`config.mk`:
```
export PLATFORM = sky130hd
export DESIGN_NAME = infix_to_postfix_converter_core
export DESIGN_NICKNAME = d
export VERILOG_FILES = /design/src/hw/rtl/i2p_pkg.sv /design/src/hw/rtl/infix_to_postfix_converter_core.sv
export VERILOG_INCLUDE_DIRS = /design/src /design/src/hw/rtl
export SDC_FILE = /design/constraint.sdc
export NUM_CORES = 1
export LEC_CHECK = 0
export BUFFER_PORTS_ARGS = -buffer_cell sky130_fd_sc_hd__buf_4
export CAP_MARGIN = 40
export CORE_MARGIN = 5
export CORE_UTILIZATION = 45
export DETAILED_ROUTE_END_ITERATION = 7
export PLACE_DENSITY = 0.67
export SYNTH_ARGS = -nofsm -noshare
export SYNTH_HDL_FRONTEND = slang
export SYNTH_SLANG_ARGS = --single-unit
```
`constraint.sdc`:
```
create_clock -name clk -period 5.46 [get_ports clk]
set_input_delay 0.546 -clock clk [delete_from_list [all_inputs] [get_ports clk]]
set_output_delay 0.546 -clock clk [all_outputs]
set_load 0.005 [all_outputs]
```
`src/hw/rtl/infix_to_postfix_converter_core_assert.svh`:
```
// Assertion macros for the infix to postfix converter.
// ASSERT_OFF removes every check.
`ifndef INFIX_TO_POSTFIX_CONVERTER_CORE_ASSERT_SVH
`define INFIX_TO_POSTFIX_CONVERTER_CORE_ASSERT_SVH

`ifndef ASSERT_OFF

// Check an implication on every clock edge out of reset.
`define I2P_ASSERT(lbl, prop, msg) \
  lbl: assert property (@(posedge clk) disable iff (rst) (prop)) else $error(msg);

// Check that a condition in one cycle is followed by another in the next.
`define I2P_ASSERT_NEXT(lbl, pre, post, msg) \
  lbl: assert property (@(posedge clk) disable iff (rst) (pre) |=> (post)) else $error(msg);

`else

`define I2P_ASSERT(lbl, prop, msg)
`define I2P_ASSERT_NEXT(lbl, pre, post, msg)

`endif

`endif

```
`src/hw/rtl/i2p_pkg.sv`:
```
package i2p_pkg;

  // Operator stack geometry
  localparam int STACK_DEPTH = 16;
  localparam int CNT_W       = $clog2(STACK_DEPTH + 1);
  localparam int IDX_W       = $clog2(STACK_DEPTH);

  // Operator characters (ASCII)
  localparam logic [7:0] CH_PLUS   = 8'h2B;
  localparam logic [7:0] CH_MINUS  = 8'h2D;
  localparam logic [7:0] CH_STAR   = 8'h2A;
  localparam logic [7:0] CH_SLASH  = 8'h2F;
  localparam logic [7:0] CH_CARET  = 8'h5E;
  localparam logic [7:0] CH_LPAREN = 8'h28;
  localparam logic [7:0] CH_RPAREN = 8'h29;

  typedef logic signed [3:0] prec_t;

  typedef enum logic [1:0] {
    ST_IDLE,
    ST_STEP,
    ST_FLUSH,
    ST_DRAIN
  } i2p_state_t;

  function automatic logic is_operator(input logic [7:0] c);
    return (c == CH_PLUS) || (c == CH_MINUS) || (c == CH_STAR) || (c == CH_SLASH) ||
           (c == CH_CARET) || (c == CH_LPAREN) || (c == CH_RPAREN);
  endfunction

  // Precedence of a character arriving from the input
  function automatic prec_t incoming_prec(input logic [7:0] c);
    prec_t p;
    p = prec_t'(0);
    if ((c == CH_PLUS) || (c == CH_MINUS)) p = prec_t'(1);
    else if ((c == CH_STAR) || (c == CH_SLASH)) p = prec_t'(3);
    else if (c == CH_CARET) p = prec_t'(6);
    else if (c == CH_LPAREN) p = prec_t'(7);
    return p;
  endfunction

  // Precedence of a character sitting on the stack
  function automatic prec_t stacked_prec(input logic [7:0] c);
    prec_t p;
    p = prec_t'(-1);
    if ((c == CH_PLUS) || (c == CH_MINUS)) p = prec_t'(2);
    else if ((c == CH_STAR) || (c == CH_SLASH)) p = prec_t'(4);
    else if (c == CH_CARET) p = prec_t'(5);
    else if (c == CH_LPAREN) p = prec_t'(0);
    return p;
  endfunction

endpackage

```
`src/hw/rtl/infix_to_postfix_converter_core.sv`:
```
// Channel  | Dir | Signals                          | Contents
// ---------+-----+----------------------------------+-----------------------------------
// s_axis   | in  | tvalid tready tdata[7:0] tlast   | symbol; tlast = last_symbol
// m_axis   | out | tvalid tready tdata[7:0] tlast   | out_symbol; tlast = end_of_run;
//          |     | tuser[0]                         | tuser = overflow
//
// Sequence: an item is taken in ST_IDLE and worked in ST_STEP; an operand or a
// push is done there. Each entry popped to the output costs one more ST_STEP pass,
// since the sequencer reads one stack top and runs one precedence compare per cycle
// while the output has room; the open parenthesis matched by a close one is dropped in the last pass.
// A last item then passes ST_FLUSH, which empties the stack, and ST_DRAIN, to close the run.
// Reset clears the sequencer, the stack count and the hold and output valid flags.
// A stalled output holds the sequencer on its next emitted beat; input waits meanwhile.
`include "infix_to_postfix_converter_core_assert.svh"

module infix_to_postfix_converter_core (
  input  logic       clk,
  input  logic       rst,
  input  logic       s_axis_tvalid,
  output logic       s_axis_tready,
  input  logic [7:0] s_axis_tdata,   // [7:0] symbol
  input  logic       s_axis_tlast,
  output logic       m_axis_tvalid,
  input  logic       m_axis_tready,
  output logic [7:0] m_axis_tdata,   // [7:0] out_symbol
  output logic       m_axis_tlast,
  output logic [0:0] m_axis_tuser    // [0] overflow
);
  import i2p_pkg::*;

  i2p_state_t state, state_next;

  logic [7:0]       sym_q;
  logic             last_q;
  logic [7:0]       stack [STACK_DEPTH];
  logic [CNT_W-1:0] count;
  logic [CNT_W-1:0] count_dec;

  logic       hold_valid;
  logic       hold_mine;
  logic [7:0] hold_sym;
  logic       hold_ovf;

  logic       out_free, emit_ok, transfer;
  logic       drain_final;
  logic       emit, emit_ovf, push, pop;
  logic [7:0] emit_sym;
  logic [7:0] top_sym;
  prec_t      top_prec, inc_prec;
  logic       full, is_op;
  i2p_state_t after_step;

  // Stack top and precedence compare inputs
  assign count_dec  = count - CNT_W'(1);
  assign top_sym    = stack[count_dec[IDX_W-1:0]];
  assign top_prec   = (count == '0) ? prec_t'(-1) : stacked_prec(top_sym);
  assign inc_prec   = incoming_prec(sym_q);
  assign is_op      = is_operator(sym_q);
  assign full       = (count == CNT_W'(STACK_DEPTH));
  assign after_step = last_q ? ST_FLUSH : ST_IDLE;

  // Hold stage feeds the output register; a beat of a final item waits in hold
  // until it is known whether another beat follows
  assign out_free    = !m_axis_tvalid || m_axis_tready;
  assign emit_ok     = !hold_valid || out_free;
  assign transfer    = hold_valid && out_free && (!hold_mine || emit || (state == ST_DRAIN));
  assign drain_final = transfer && hold_mine && (state == ST_DRAIN);

  assign s_axis_tready = (state == ST_IDLE);

  // Sequencer state
  always_ff @(posedge clk) begin
    if (rst) state <= ST_IDLE;
    else     state <= state_next;
  end

  // Next state and step actions
  always_comb begin
    state_next = state;
    emit       = 1'b0;
    emit_sym   = sym_q;
    emit_ovf   = 1'b0;
    push       = 1'b0;
    pop        = 1'b0;
    unique case (state)
      ST_IDLE: begin
        if (s_axis_tvalid) state_next = ST_STEP;
      end
      ST_STEP: begin
        priority if (!is_op) begin
          if (emit_ok) begin
            emit       = 1'b1;
            state_next = after_step;
          end
        end else if (inc_prec > top_prec) begin
          priority if (sym_q == CH_RPAREN) begin
            // unmatched close parenthesis: drop
            state_next = after_step;
          end else if (!full) begin
            push       = 1'b1;
            state_next = after_step;
          end else begin
            if (emit_ok) begin
              emit       = 1'b1;
              emit_ovf   = 1'b1;
              state_next = after_step;
            end
          end
        end else if (inc_prec < top_prec) begin
          if (emit_ok) begin
            emit     = 1'b1;
            emit_sym = top_sym;
            pop      = 1'b1;
          end
        end else begin
          // matching parenthesis pair: discard both
          pop        = 1'b1;
          state_next = after_step;
        end
      end
      ST_FLUSH: begin
        priority if (count == '0) begin
          state_next = ST_DRAIN;
        end else if (top_sym == CH_LPAREN) begin
          pop = 1'b1;
        end else begin
          if (emit_ok) begin
            emit     = 1'b1;
            emit_sym = top_sym;
            pop      = 1'b1;
          end
        end
      end
      ST_DRAIN: begin
        if (!(hold_valid && hold_mine) || out_free) state_next = ST_IDLE;
      end
    endcase
  end

  // Latch the incoming beat
  always_ff @(posedge clk) begin
    if (s_axis_tvalid && s_axis_tready) begin
      sym_q  <= s_axis_tdata;
      last_q <= s_axis_tlast;
    end
  end

  // Stack count
  always_ff @(posedge clk) begin
    if (rst)       count <= '0;
    else if (push) count <= count + CNT_W'(1);
    else if (pop)  count <= count_dec;
  end

  // Stack entries
  always_ff @(posedge clk) begin
    if (push) stack[count[IDX_W-1:0]] <= sym_q;
  end

  // Hold stage
  always_ff @(posedge clk) begin
    if (rst)           hold_valid <= 1'b0;
    else if (emit)     hold_valid <= 1'b1;
    else if (transfer) hold_valid <= 1'b0;
  end

  always_ff @(posedge clk) begin
    if (emit) begin
      hold_sym  <= emit_sym;
      hold_ovf  <= emit_ovf;
      hold_mine <= last_q;
    end
  end

  // Output register
  always_ff @(posedge clk) begin
    if (rst)                m_axis_tvalid <= 1'b0;
    else if (transfer)      m_axis_tvalid <= 1'b1;
    else if (m_axis_tready) m_axis_tvalid <= 1'b0;
  end

  always_ff @(posedge clk) begin
    if (transfer) begin
      m_axis_tdata    <= hold_sym;
      m_axis_tuser[0] <= hold_ovf;
      m_axis_tlast    <= drain_final;
    end
  end

  // Checks
  `I2P_ASSERT(a_count_range, count <= CNT_W'(STACK_DEPTH), "stack count beyond depth")
  `I2P_ASSERT(a_push_room, !(push && full), "push into a full stack")
  `I2P_ASSERT(a_idle_no_final, !(s_axis_tready && hold_valid && hold_mine), "final beat held")
  `I2P_ASSERT_NEXT(a_drain_last, drain_final, m_axis_tvalid && m_axis_tlast, "final beat lacks tlast")

endmodule
```
==> metrics.yaml, run 1 <==
relSlewSlack_pct: 37.2
dieArea_sq_um: 19300
initial_utilization_pct: 45.5
drt_iter0_drc: 379
syn_area_per_cell_sq_um: 16.4
drv_cap: 0
grt_pass1_wl_mm: 25.3
cts_buffers: 17
path_cells: "inv_1, ha_1, buf_12, mux2i_1, mux4_1, or2_2, o211ai_2, nor2_1, o21ai_0, a21oi_1, ha_1, nor2b_1, o21ai_0, nand2b_1, and2_1, o21a_1, nand2_1, nor3_1, buf_4"
synth.distinct_cells: 70
endpoint_kind: "flip-flop"
antenna_found_initial: 0
critical_path_class: "flip-flop to flip-flop"
dpl.hpwl_mm: 11.0
final_max_slew_viol_count: 0
cts_tree: "done"
wl_mm: 16.0
hold_violations: 0
finalSetupViolCount: 0
max_freq_mhz: 200
peakVddDrop_mv: 0.210
synthesis.nets: 482
num_rows: 47
clock_sinks: 166
critical_path.max_stage_delay_ns: 0.51
die_x_microns: 139
synth-edff-count: 157
critPathLaunchType: "flip-flop"
postCtsHoldBufs: 0
worst_pin_slew_ns: 0.929
cts-root-buf: "clkbuf_16"
worst-r2r-cell-count: 19
vias: 4108
coreArea_sq_um: 16500
clk_latency_ns: 0.42
yosysWarnings: 0
whs_path_depth: 1
ant_nets: 0
cts_max_level: 4
utilization_pct: 52.2
drc: 0
setup_tns_ns: 0
io_buffer_count: 24
ys_ff_latch: 166
n_antenna_cell: 0
grt_max_degree: 38
power_density_nw_per_um2: 314
rsz0062_at_grt: "no"
drive_above_1_share_pct: 26.2
dr.pass1.iters: 4
synth_flop_cell: "edfxtp_1"
syn_to_final_growth_pct: 14.8
period_share_pct: 91.6
cp_max_fo: 29
crit_buf_inv: 3
power_leakage_nw: 2.81
routabilityCongestion: 0.900
path_depth: 19
critPathTopFamily: "simple AND/OR/NAND/NOR gates"
clock_skew_ns: 0.00800
die_h_microns: 139
async_flop_share_pct: 0
route.detailed.wl_per_inst_microns: 21.6
dpl_cell_area_sq_um: 8030
final_nets: 535
cts_max_path_buffers: 2
ios: 25
outcome: "complete, no violations"
required_ns: 5.59
slowest_stage: "mux4_1"
grt_use_total_pct: 17.4
hold_path.class: "input port to flip-flop"
syn_area_sq_um: 7490
stdcell_area_sq_um: 8600
grt_pass1_vias: 4289
fillers: 1342
via_per_inst: 5.53
clk_pin_slew_ns: 0.07
syn_inst: 457
post-route-min-period_ns: 5.00
ys_seq_area_share_pct: 65.4
cp.arrival_ns: 5.13
globalRouteOverflowTotal: 0
## metrics by stage
step	power (mW)	setup slack (ns)	hold WS, ns	instances
after CTS	2.72	0.347	0.276	743
after floorplan	1.56	0.486	0.400	457
after detailed placement	1.62	0.369	0.406	711
final	2.70	0.460	0.296	743
after global routing	2.80	0.0356	0.272	743
after global placement	1.62	0.460	0.408	710
## layout by cell type (no fill, tap or decap), types with 9 or more instances in the layout
cell,count
edfxtp_1,157
a21oi_1,9
clkbuf_16,17
nor3_1,9
mux2i_1,28
nand2_1,27
nor2_1,27
ha_1,12
buf_4,47
o21ai_0,12
inv_1,14
nor2b_1,11
mux4_2,25
## per-layer routing
metal	global-route usage, %	part of all wire (%)	wire (microns)
met4	7.47	2.5	400
met5	0	0	0
met3	3.93	6.1	970
met1	22.9	42	6720
met2	27.9	49	7930
## cells in the mapped netlist, drive strengths merged (6+ instances only)
master	count	area share, %
edfxtp	157	63
nor3	11	0.87
nand2	28	1.4
nand2b	6	0.50
mux2i	31	4.5
nor3b	6	0.60
ha	12	2.0
mux2	8	1.3
nor2	28	1.4
o21ai	13	0.87
dfxtp	9	2.4
buf	12	1.5
inv	16	0.80
nor2b	11	0.92
a22o	6	0.70
a21oi	9	0.60
mux4	27	8.2
## report_power, final
| part | switching [mW] | internal [mW] | leakage [nW] | total (mW) |
|---|---|---|---|---|
| clock network | 0.512 | 0.593 | 0.257 | 1.10 |
| logic | 0.0888 | 0.0571 | 1.06 | 0.146 |
| registers | 0.0237 | 1.43 | 1.49 | 1.45 |
## flip-flops by register name, summed over array words and instances, names as in the netlist, named ones only
register       cells
count              5
hold_mine          1
hold_ovf           1
hold_sym           8
hold_valid         1
last_q             1
m_axis_tdata       8
m_axis_tlast       1
m_axis_tuser       1
m_axis_tvalid      1
stack            128
state              1
sym_q              8
## cell families (layout without fill, tap and decap cells)
logic type                 after synthesis  in the layout  synth area share [%]
xor gates and xnor gates                 4              4                 0.669
muxes                                   66             66                  14.0
AOI/OAI and AO/OA                       63             63                  6.99
adders and majority gates               12             12                  2.01
buffers and inverters                   31             97                  2.42
DFF                                    166            166                  65.4
and+or+nand+nor                        115            115                  8.52
## worst paths after layout
path | slack [ns] | from | endpoint
worst max register to register | 0.46 | count[1] | stack[1][6]
worst min register to register | 0.42 | hold_sym[1] | m_axis_tdata[1]
worst min-delay path | 0.30 | s_axis_tdata[2] | sym_q[2]
worst max-delay path | 0.46 | count[1] | stack[1][6]
## area by class of cell
type | count | area (sq um) | share of cell area [%]
sequential | 166 | 4900 | 57.0
multi-input combinational | 260 | 2420 | 28.2
clock buffer | 17 | 425 | 4.95
timing repair buffer | 49 | 388 | 4.51
tap | 220 | 275 | 3.20
clock inverter | 15 | 126 | 1.47
inverter | 16 | 60.1 | 0.699
## repair_timing
item,in CTS,in global routing
resized for setup,0,4
hold endpoints to repair,0,0
setup endpoints to repair,0,16
setup buffers,0,0
Power figures use the tool's default switching activity.
==> run 2, diff against run 1 <==
--- a/config.mk
+++ b/config.mk
@@ -6,6 +6,7 @@
 export SDC_FILE = /design/constraint.sdc
 export NUM_CORES = 1
 export LEC_CHECK = 0
+export ABC_AREA = 1
 export BUFFER_PORTS_ARGS = -buffer_cell sky130_fd_sc_hd__buf_4
 export CAP_MARGIN = 40
 export CORE_MARGIN = 5
@@ -15,3 +16,4 @@
 export SYNTH_ARGS = -nofsm -noshare
 export SYNTH_HDL_FRONTEND = slang
 export SYNTH_SLANG_ARGS = --single-unit
+export TNS_END_PERCENT = 10
==> metrics.yaml, run 2 <==
vias: 5506  # +34%
whs_ns: 0.287  # -0.00929 ns
synthTopCellsByCount: "nand2_1 (212), edfxtp_1 (157), nand3_1 (128), inv_1 (51), nor2_1 (51)"
final_max_slew_viol_count: 0  # unchanged
grtUsageMet3_pct: 3.39  # -0.54 points
met2_usage_pct: 30.6  # +2.7 points
cp_max_fo: 33  # +14%
final_common_cell: "nand2_1"
initial_utilization_pct: 46.2  # +0.73 points
cts-root-buf: "clkbuf_16"
power_leakage_nw: 3.28  # +17%
met1_usage_pct: 23.8  # +0.87 points
ios: 25  # unchanged
clock_skew_ns: 0.0121  # +0.00406 ns
via_per_inst: 5.45  # -1.4%
grt_max_degree: 69  # +82%
syn_area_sq_um: 7710  # +3.1%
final_nets: 802  # +50%
ys_ff_latch: 166  # unchanged
critical_path_class: "flip-flop to flip-flop"
finalSetupViolCount: 0  # unchanged
power_density_nw_per_um2: 314  # about the same
drt_iter0_drc: 697  # +84%
postCtsHoldBufs: 0  # unchanged
cts_max_level: 4  # unchanged
num_rows: 47  # unchanged
dpl.hpwl_mm: 11.9  # +7.4%
cts_max_path_buffers: 2  # unchanged
period_share_pct: 86.5  # -5.1 points
antenna_found_initial: 0  # unchanged
n_antenna_cell: 0  # unchanged
critical_path.max_stage_delay_ns: 0.72  # +0.21 ns
final_cell_mix: "nand2_1 (212), edfxtp_1 (157), nand3_1 (128)"
yosys.area.top_type: "edfxtp_1"
crit_buf_inv: 5  # +2
die_x_microns: 141  # +1.4%
synth_flop_cell: "edfxtp_1"
yosysWarnings: 0  # unchanged
io_buffer_count: 24  # unchanged
syn_to_final_growth_pct: 12.8
globalRouteOverflowTotal: 0  # unchanged
dieArea_sq_um: 19900  # +2.8%
post-route-min-period_ns: 4.72  # -0.276 ns
synthesis.nets: 781  # +62%
required_ns: 5.52  # -0.07 ns
die_h_microns: 141  # +1.4%
cts_tree: "done"
cts.repair.resized: 0  # unchanged
grt_busiest_layer: "met2"
wl_mm: 17.6  # +9.6%
async_flop_share_pct: 0  # unchanged
synth_top_area_share_pct: 61.1  # -1.9 points
worst_pin_slew_ns: 0.929  # -0.000758 ns
clock_sinks: 166  # unchanged
drv_cap: 0  # unchanged
rsz0062_at_grt: "no"
ys_seq_area_share_pct: 63.4  # -1.9 points
crit_path_frequent_cell: "nand2_1"
hold_path.class: "input port to flip-flop"
stdcell_area_sq_um: 8700  # +1.3%
hold_violations: 0  # unchanged
coreArea_sq_um: 16700  # +1.4%
relSlewSlack_pct: 37.9  # +0.69 points
clk_latency_ns: 0.44  # +0.02 ns
setup_tns_ns: 0  # unchanged
synth.distinct_cells: 36  # -49%
drive_above_1_share_pct: 12.4  # -14 points
ant_nets: 0  # unchanged
slowest_stage: "nor2_1"
peakVddDrop_mv: 0.304  # +45%
grt_pass1_vias: 5366  # +25%
crit_start: "count[1]"
clk_pin_slew_ns: 0.07  # about the same
r2r-start: "count[1]"
worst-r2r-cell-count: 22  # +3
yosysMostFrequentCell: "nand2_1"
rrSetupSlack_ns: 0.74  # +0.28 ns
synth_area_leaders: "edfxtp_1 (61%), nand2_1 (10%), nand3_1 (8.3%), inv_1 (2.5%), nor2_1 (2.5%)"
cp.arrival_ns: 4.78  # -0.35 ns
dr.pass1.iters: 5  # +1
route.detailed.wl_per_inst_microns: 17.4  # -19%
drc: 0  # unchanged
path_depth: 22  # +3
grt_use_total_pct: 18.4  # +1.0 points
critPathTopFamily: "simple AND/OR/NAND/NOR gates"
cts_buffers: 17  # unchanged
max_freq_mhz: 212  # +5.8%
path_cells: "inv_1, ha_1, buf_4, nand3_1, nand3_1, nand3_1, nand2_1, inv_2, nor2_2, nand2_1, nor2_4, inv_1, a21oi_1, ha_1, nand2_1, nor2_1, a211oi_1, o211ai_2, nand3_4, inv_4, nand2_1, nor2_1"
post_cts_buffers: 0  # unchanged
largest_register_ff_count: 128  # unchanged
dpl_cell_area_sq_um: 8140  # +1.3%
critPathCapture: "stack[8][7]"
syn_inst: 756  # +65%
whs_path_depth: 1  # unchanged
syn_area_per_cell_sq_um: 10.2  # -38%
routabilityCongestion: 0.950  # +5.6%
endpoint_kind: "flip-flop"
critPathLaunchType: "flip-flop"
synth-edff-count: 157  # unchanged
rr_endpoint: "stack[8][7]"
grt_pass1_wl_mm: 28.4  # +12%
outcome: "complete, no violations"
run 2: cell count changes after synthesis, moves of 11 or more:
cell,delta
mux2i_1,-29
inv_1,+37
nand2_1,+185
mux4_2,-25
o211ai_1,+11
nand3_1,+123
nor2_1,+24
nor2b_1,-11
buf_2,+11
run 2: cells by family after synthesis:
logic type      Yosys count  synth area share, %
compound gates           58                 4.67
xor+xnor                  2                0.227
fa+ha+maj                12                 1.95
buf+inv                  93                 5.38
flops                   166                 63.4
simple gates            425                 24.3
run 2: worst min path at each step:
stage | start | to | slack (ns)
floorplan | hold_sym[0] | m_axis_tdata[0] | 0.40
global placement | hold_sym[0] | m_axis_tdata[0] | 0.40
detailed placement | hold_sym[4] | m_axis_tdata[4] | 0.40
CTS | s_axis_tdata[7] | sym_q[7] | 0.27
global route | s_axis_tdata[7] | sym_q[7] | 0.27
finish | s_axis_tdata[6] | sym_q[6] | 0.29
run 2: where the power goes:
group | leakage (nW) | switching, mW | internal, mW
logic | 1.51 | 0.116 | 0.0547
clock network | 0.273 | 0.532 | 0.602
registers | 1.49 | 0.0139 | 1.42
run 2: cell type report:
type                       count  area, sq um
tap                          220          275
sequential                   166         4900
timing repair buffer          37          335
inverter                      58          225
clock buffer                  17          425
fill                        1461         8000
clock inverter                15          141
multi-input combinational    497         2400
run 2: through the flow:
stage	std cells	total power [mW]	util [%]	worst slack, ns
after floorplan	756	1.56	-	1.23
after global routing	1010	2.83	52.1	0.462
after detailed placement	978	1.63	48.7	0.835
final	1010	2.74	52.1	0.735
after global placement	972	1.61	48.1	1.04
after CTS	1010	2.75	52.1	0.840
run 2: layer usage:
layer	share of wire [%]	wire length, microns
met5	0	0
met4	2.5	436
met3	5.6	986
met2	50	8700
met1	42	7440
==> run 3, diff against run 2 <==
--- a/config.mk
+++ b/config.mk
@@ -7,7 +7,7 @@
 export NUM_CORES = 1
 export LEC_CHECK = 0
 export ABC_AREA = 1
-export BUFFER_PORTS_ARGS = -buffer_cell sky130_fd_sc_hd__buf_4
+export BUFFER_PORTS_ARGS = -buffer_cell sky130_fd_sc_hd__buf_2
 export CAP_MARGIN = 40
 export CORE_MARGIN = 5
 export CORE_UTILIZATION = 45
==> metrics.yaml, run 3 (synthesized netlist as in run 2, its figures left out) <==
outcome: "complete, no violations"
final_max_slew_viol_count: 0  # unchanged
cts_max_level: 4  # unchanged
final_cell_mix: "nand2_1 (212), edfxtp_1 (157), nand3_1 (128)"
place_inst: 979  # +0.10%
vias: 5408  # -1.8%
cp.arrival_ns: 4.94  # +0.16 ns
hold_start: "s_axis_tdata[7]"
dieArea_sq_um: 19900  # unchanged
final_common_cell: "nand2_1"
hold_violations: 0  # unchanged
required_ns: 5.61  # +0.09 ns
max_freq_mhz: 209  # -1.3%
drive_above_1_share_pct: 12.5  # +0.11 points
peakVddDrop_mv: 0.220  # -28%
die_x_microns: 141  # unchanged
initial_utilization_pct: 46.2  # unchanged
finalNonFillerCells: 1011  # +0.099%
num_rows: 47  # unchanged
drt_iter0_drc: 492  # -29%
clock_sinks: 166  # unchanged
via_per_inst: 5.35  # -1.9%
place_ws_ns: 0.749  # -0.0857 ns
power_leakage_nw: 3.31  # +0.94%
grt_max_degree: 69  # unchanged
rsz0062_at_grt: "no"
coreArea_sq_um: 16700  # unchanged
whs_path_depth: 1  # unchanged
n_antenna_cell: 0  # unchanged
drv_cap: 0  # unchanged
critical_path_class: "flip-flop to flip-flop"
dpl.hpwl_mm: 11.7  # -1.7%
postCtsHoldBufs: 0  # unchanged
route.detailed.wl_per_inst_microns: 16.9  # -2.7%
finalSetupViolCount: 0  # unchanged
utilization_pct: 52.3  # +0.16 points
critPathLaunchType: "flip-flop"
power_mw: 2.94  # +7.4%
clock_skew_ns: 0.00902  # -0.00304 ns
drc: 0  # unchanged
relSlewSlack_pct: 38.7  # +0.89 points
final_nets: 803  # +0.12%
cts_buffers: 17  # unchanged
setup_tns_ns: 0  # unchanged
routabilityCongestion: 0.887  # -6.7%
cts-root-buf: "clkbuf_16"
syn_to_final_growth_pct: 13.2
cp_max_fo: 24  # -27%
dr.pass1.iters: 5  # unchanged
hold_path.class: "input port to flip-flop"
r2r-start: "count[1]"
crit_start: "count[1]"
ios: 25  # unchanged
post_cts_buffers: 0  # unchanged
antenna_found_initial: 0  # unchanged
worst_pin_slew_ns: 0.919  # -0.00986 ns
finalWorstSetupSlack_ns: 0.675  # -0.0606 ns
wl_mm: 17.1  # -2.6%
stdcell_area_sq_um: 8730  # +0.32%
grt_pass1_vias: 5331  # -0.65%
cts.repair.resized: 0  # unchanged
whs_ns: 0.290  # +0.00369 ns
clk_latency_ns: 0.43  # about the same
worst-r2r-cell-count: 23  # +4.5%
clk_pin_slew_ns: 0.07  # about the same
ant_nets: 0  # unchanged
power_density_nw_per_um2: 336  # +7.0%
cts_tree: "done"
io_buffer_count: 24  # unchanged
period_share_pct: 87.6  # +1.1 points
globalRouteOverflowTotal: 0  # unchanged
die_h_microns: 141  # unchanged
endpoint_kind: "flip-flop"
dpl_cell_area_sq_um: 8070  # -0.85%
cts_max_path_buffers: 2  # unchanged
grt_use_total_pct: 18.2  # -0.19 points
largest_register_ff_count: 128  # unchanged
grt_pass1_wl_mm: 28.1  # -1.3%
post-route-min-period_ns: 4.79  # +0.0606 ns
-- run 3: cell type report --
class,instances,area [sq um]
fill,1452,7970
sequential,166,4900
multi-input combinational,497,2400
clock buffer,18,429
tap,220,275
timing repair buffer,38,267
clock inverter,14,234
inverter,58,225
-- run 3: worst paths after layout --
kind | end | slack (ns)
worst max-delay path | hold_sym[6] | 0.67
worst min-delay path | sym_q[7] | 0.29
worst max register to register | hold_sym[6] | 0.67
worst min register to register | m_axis_tdata[1] | 0.42
-- run 3: metal layers --
metal  vias up  wire (microns)  global-route usage [%]
met5         -               0                       0
met4         0             500                    8.36
met3        36            1050                    4.91
met2       151            8000                    28.3
met1      2561            7550                    24.0
li1       2660               -                       -
-- run 3: power by group --
part / total (mW) / internal, mW / switching (mW)
Combinational: 0.148 / 0.0483 / 0.100
Sequential: 1.44 / 1.42 / 0.0262
Clock: 1.35 / 0.828 / 0.518
-- run 3: critical path, stage by stage (launching register included) --
cell and delay [ns]:
dfxtp_1 0.39, inv_1 0.14, ha_1 0.31, inv_1 0.22
buf_4 0.35, nand3_1 0.16, nand3_1 0.10, nand3_1 0.10
nand2_1 0.18, nand2_1 0.07, inv_1 0.05, nand2_1 0.08
nor2_4 0.13, inv_1 0.10, a21oi_1 0.19, ha_1 0.27
nand2_1 0.09, nor2_1 0.05, a211oi_1 0.44, nand3_1 0.17
nor2_1 0.53, nand2_1 0.15, o211ai_1 0.12, a31oi_1 0.10
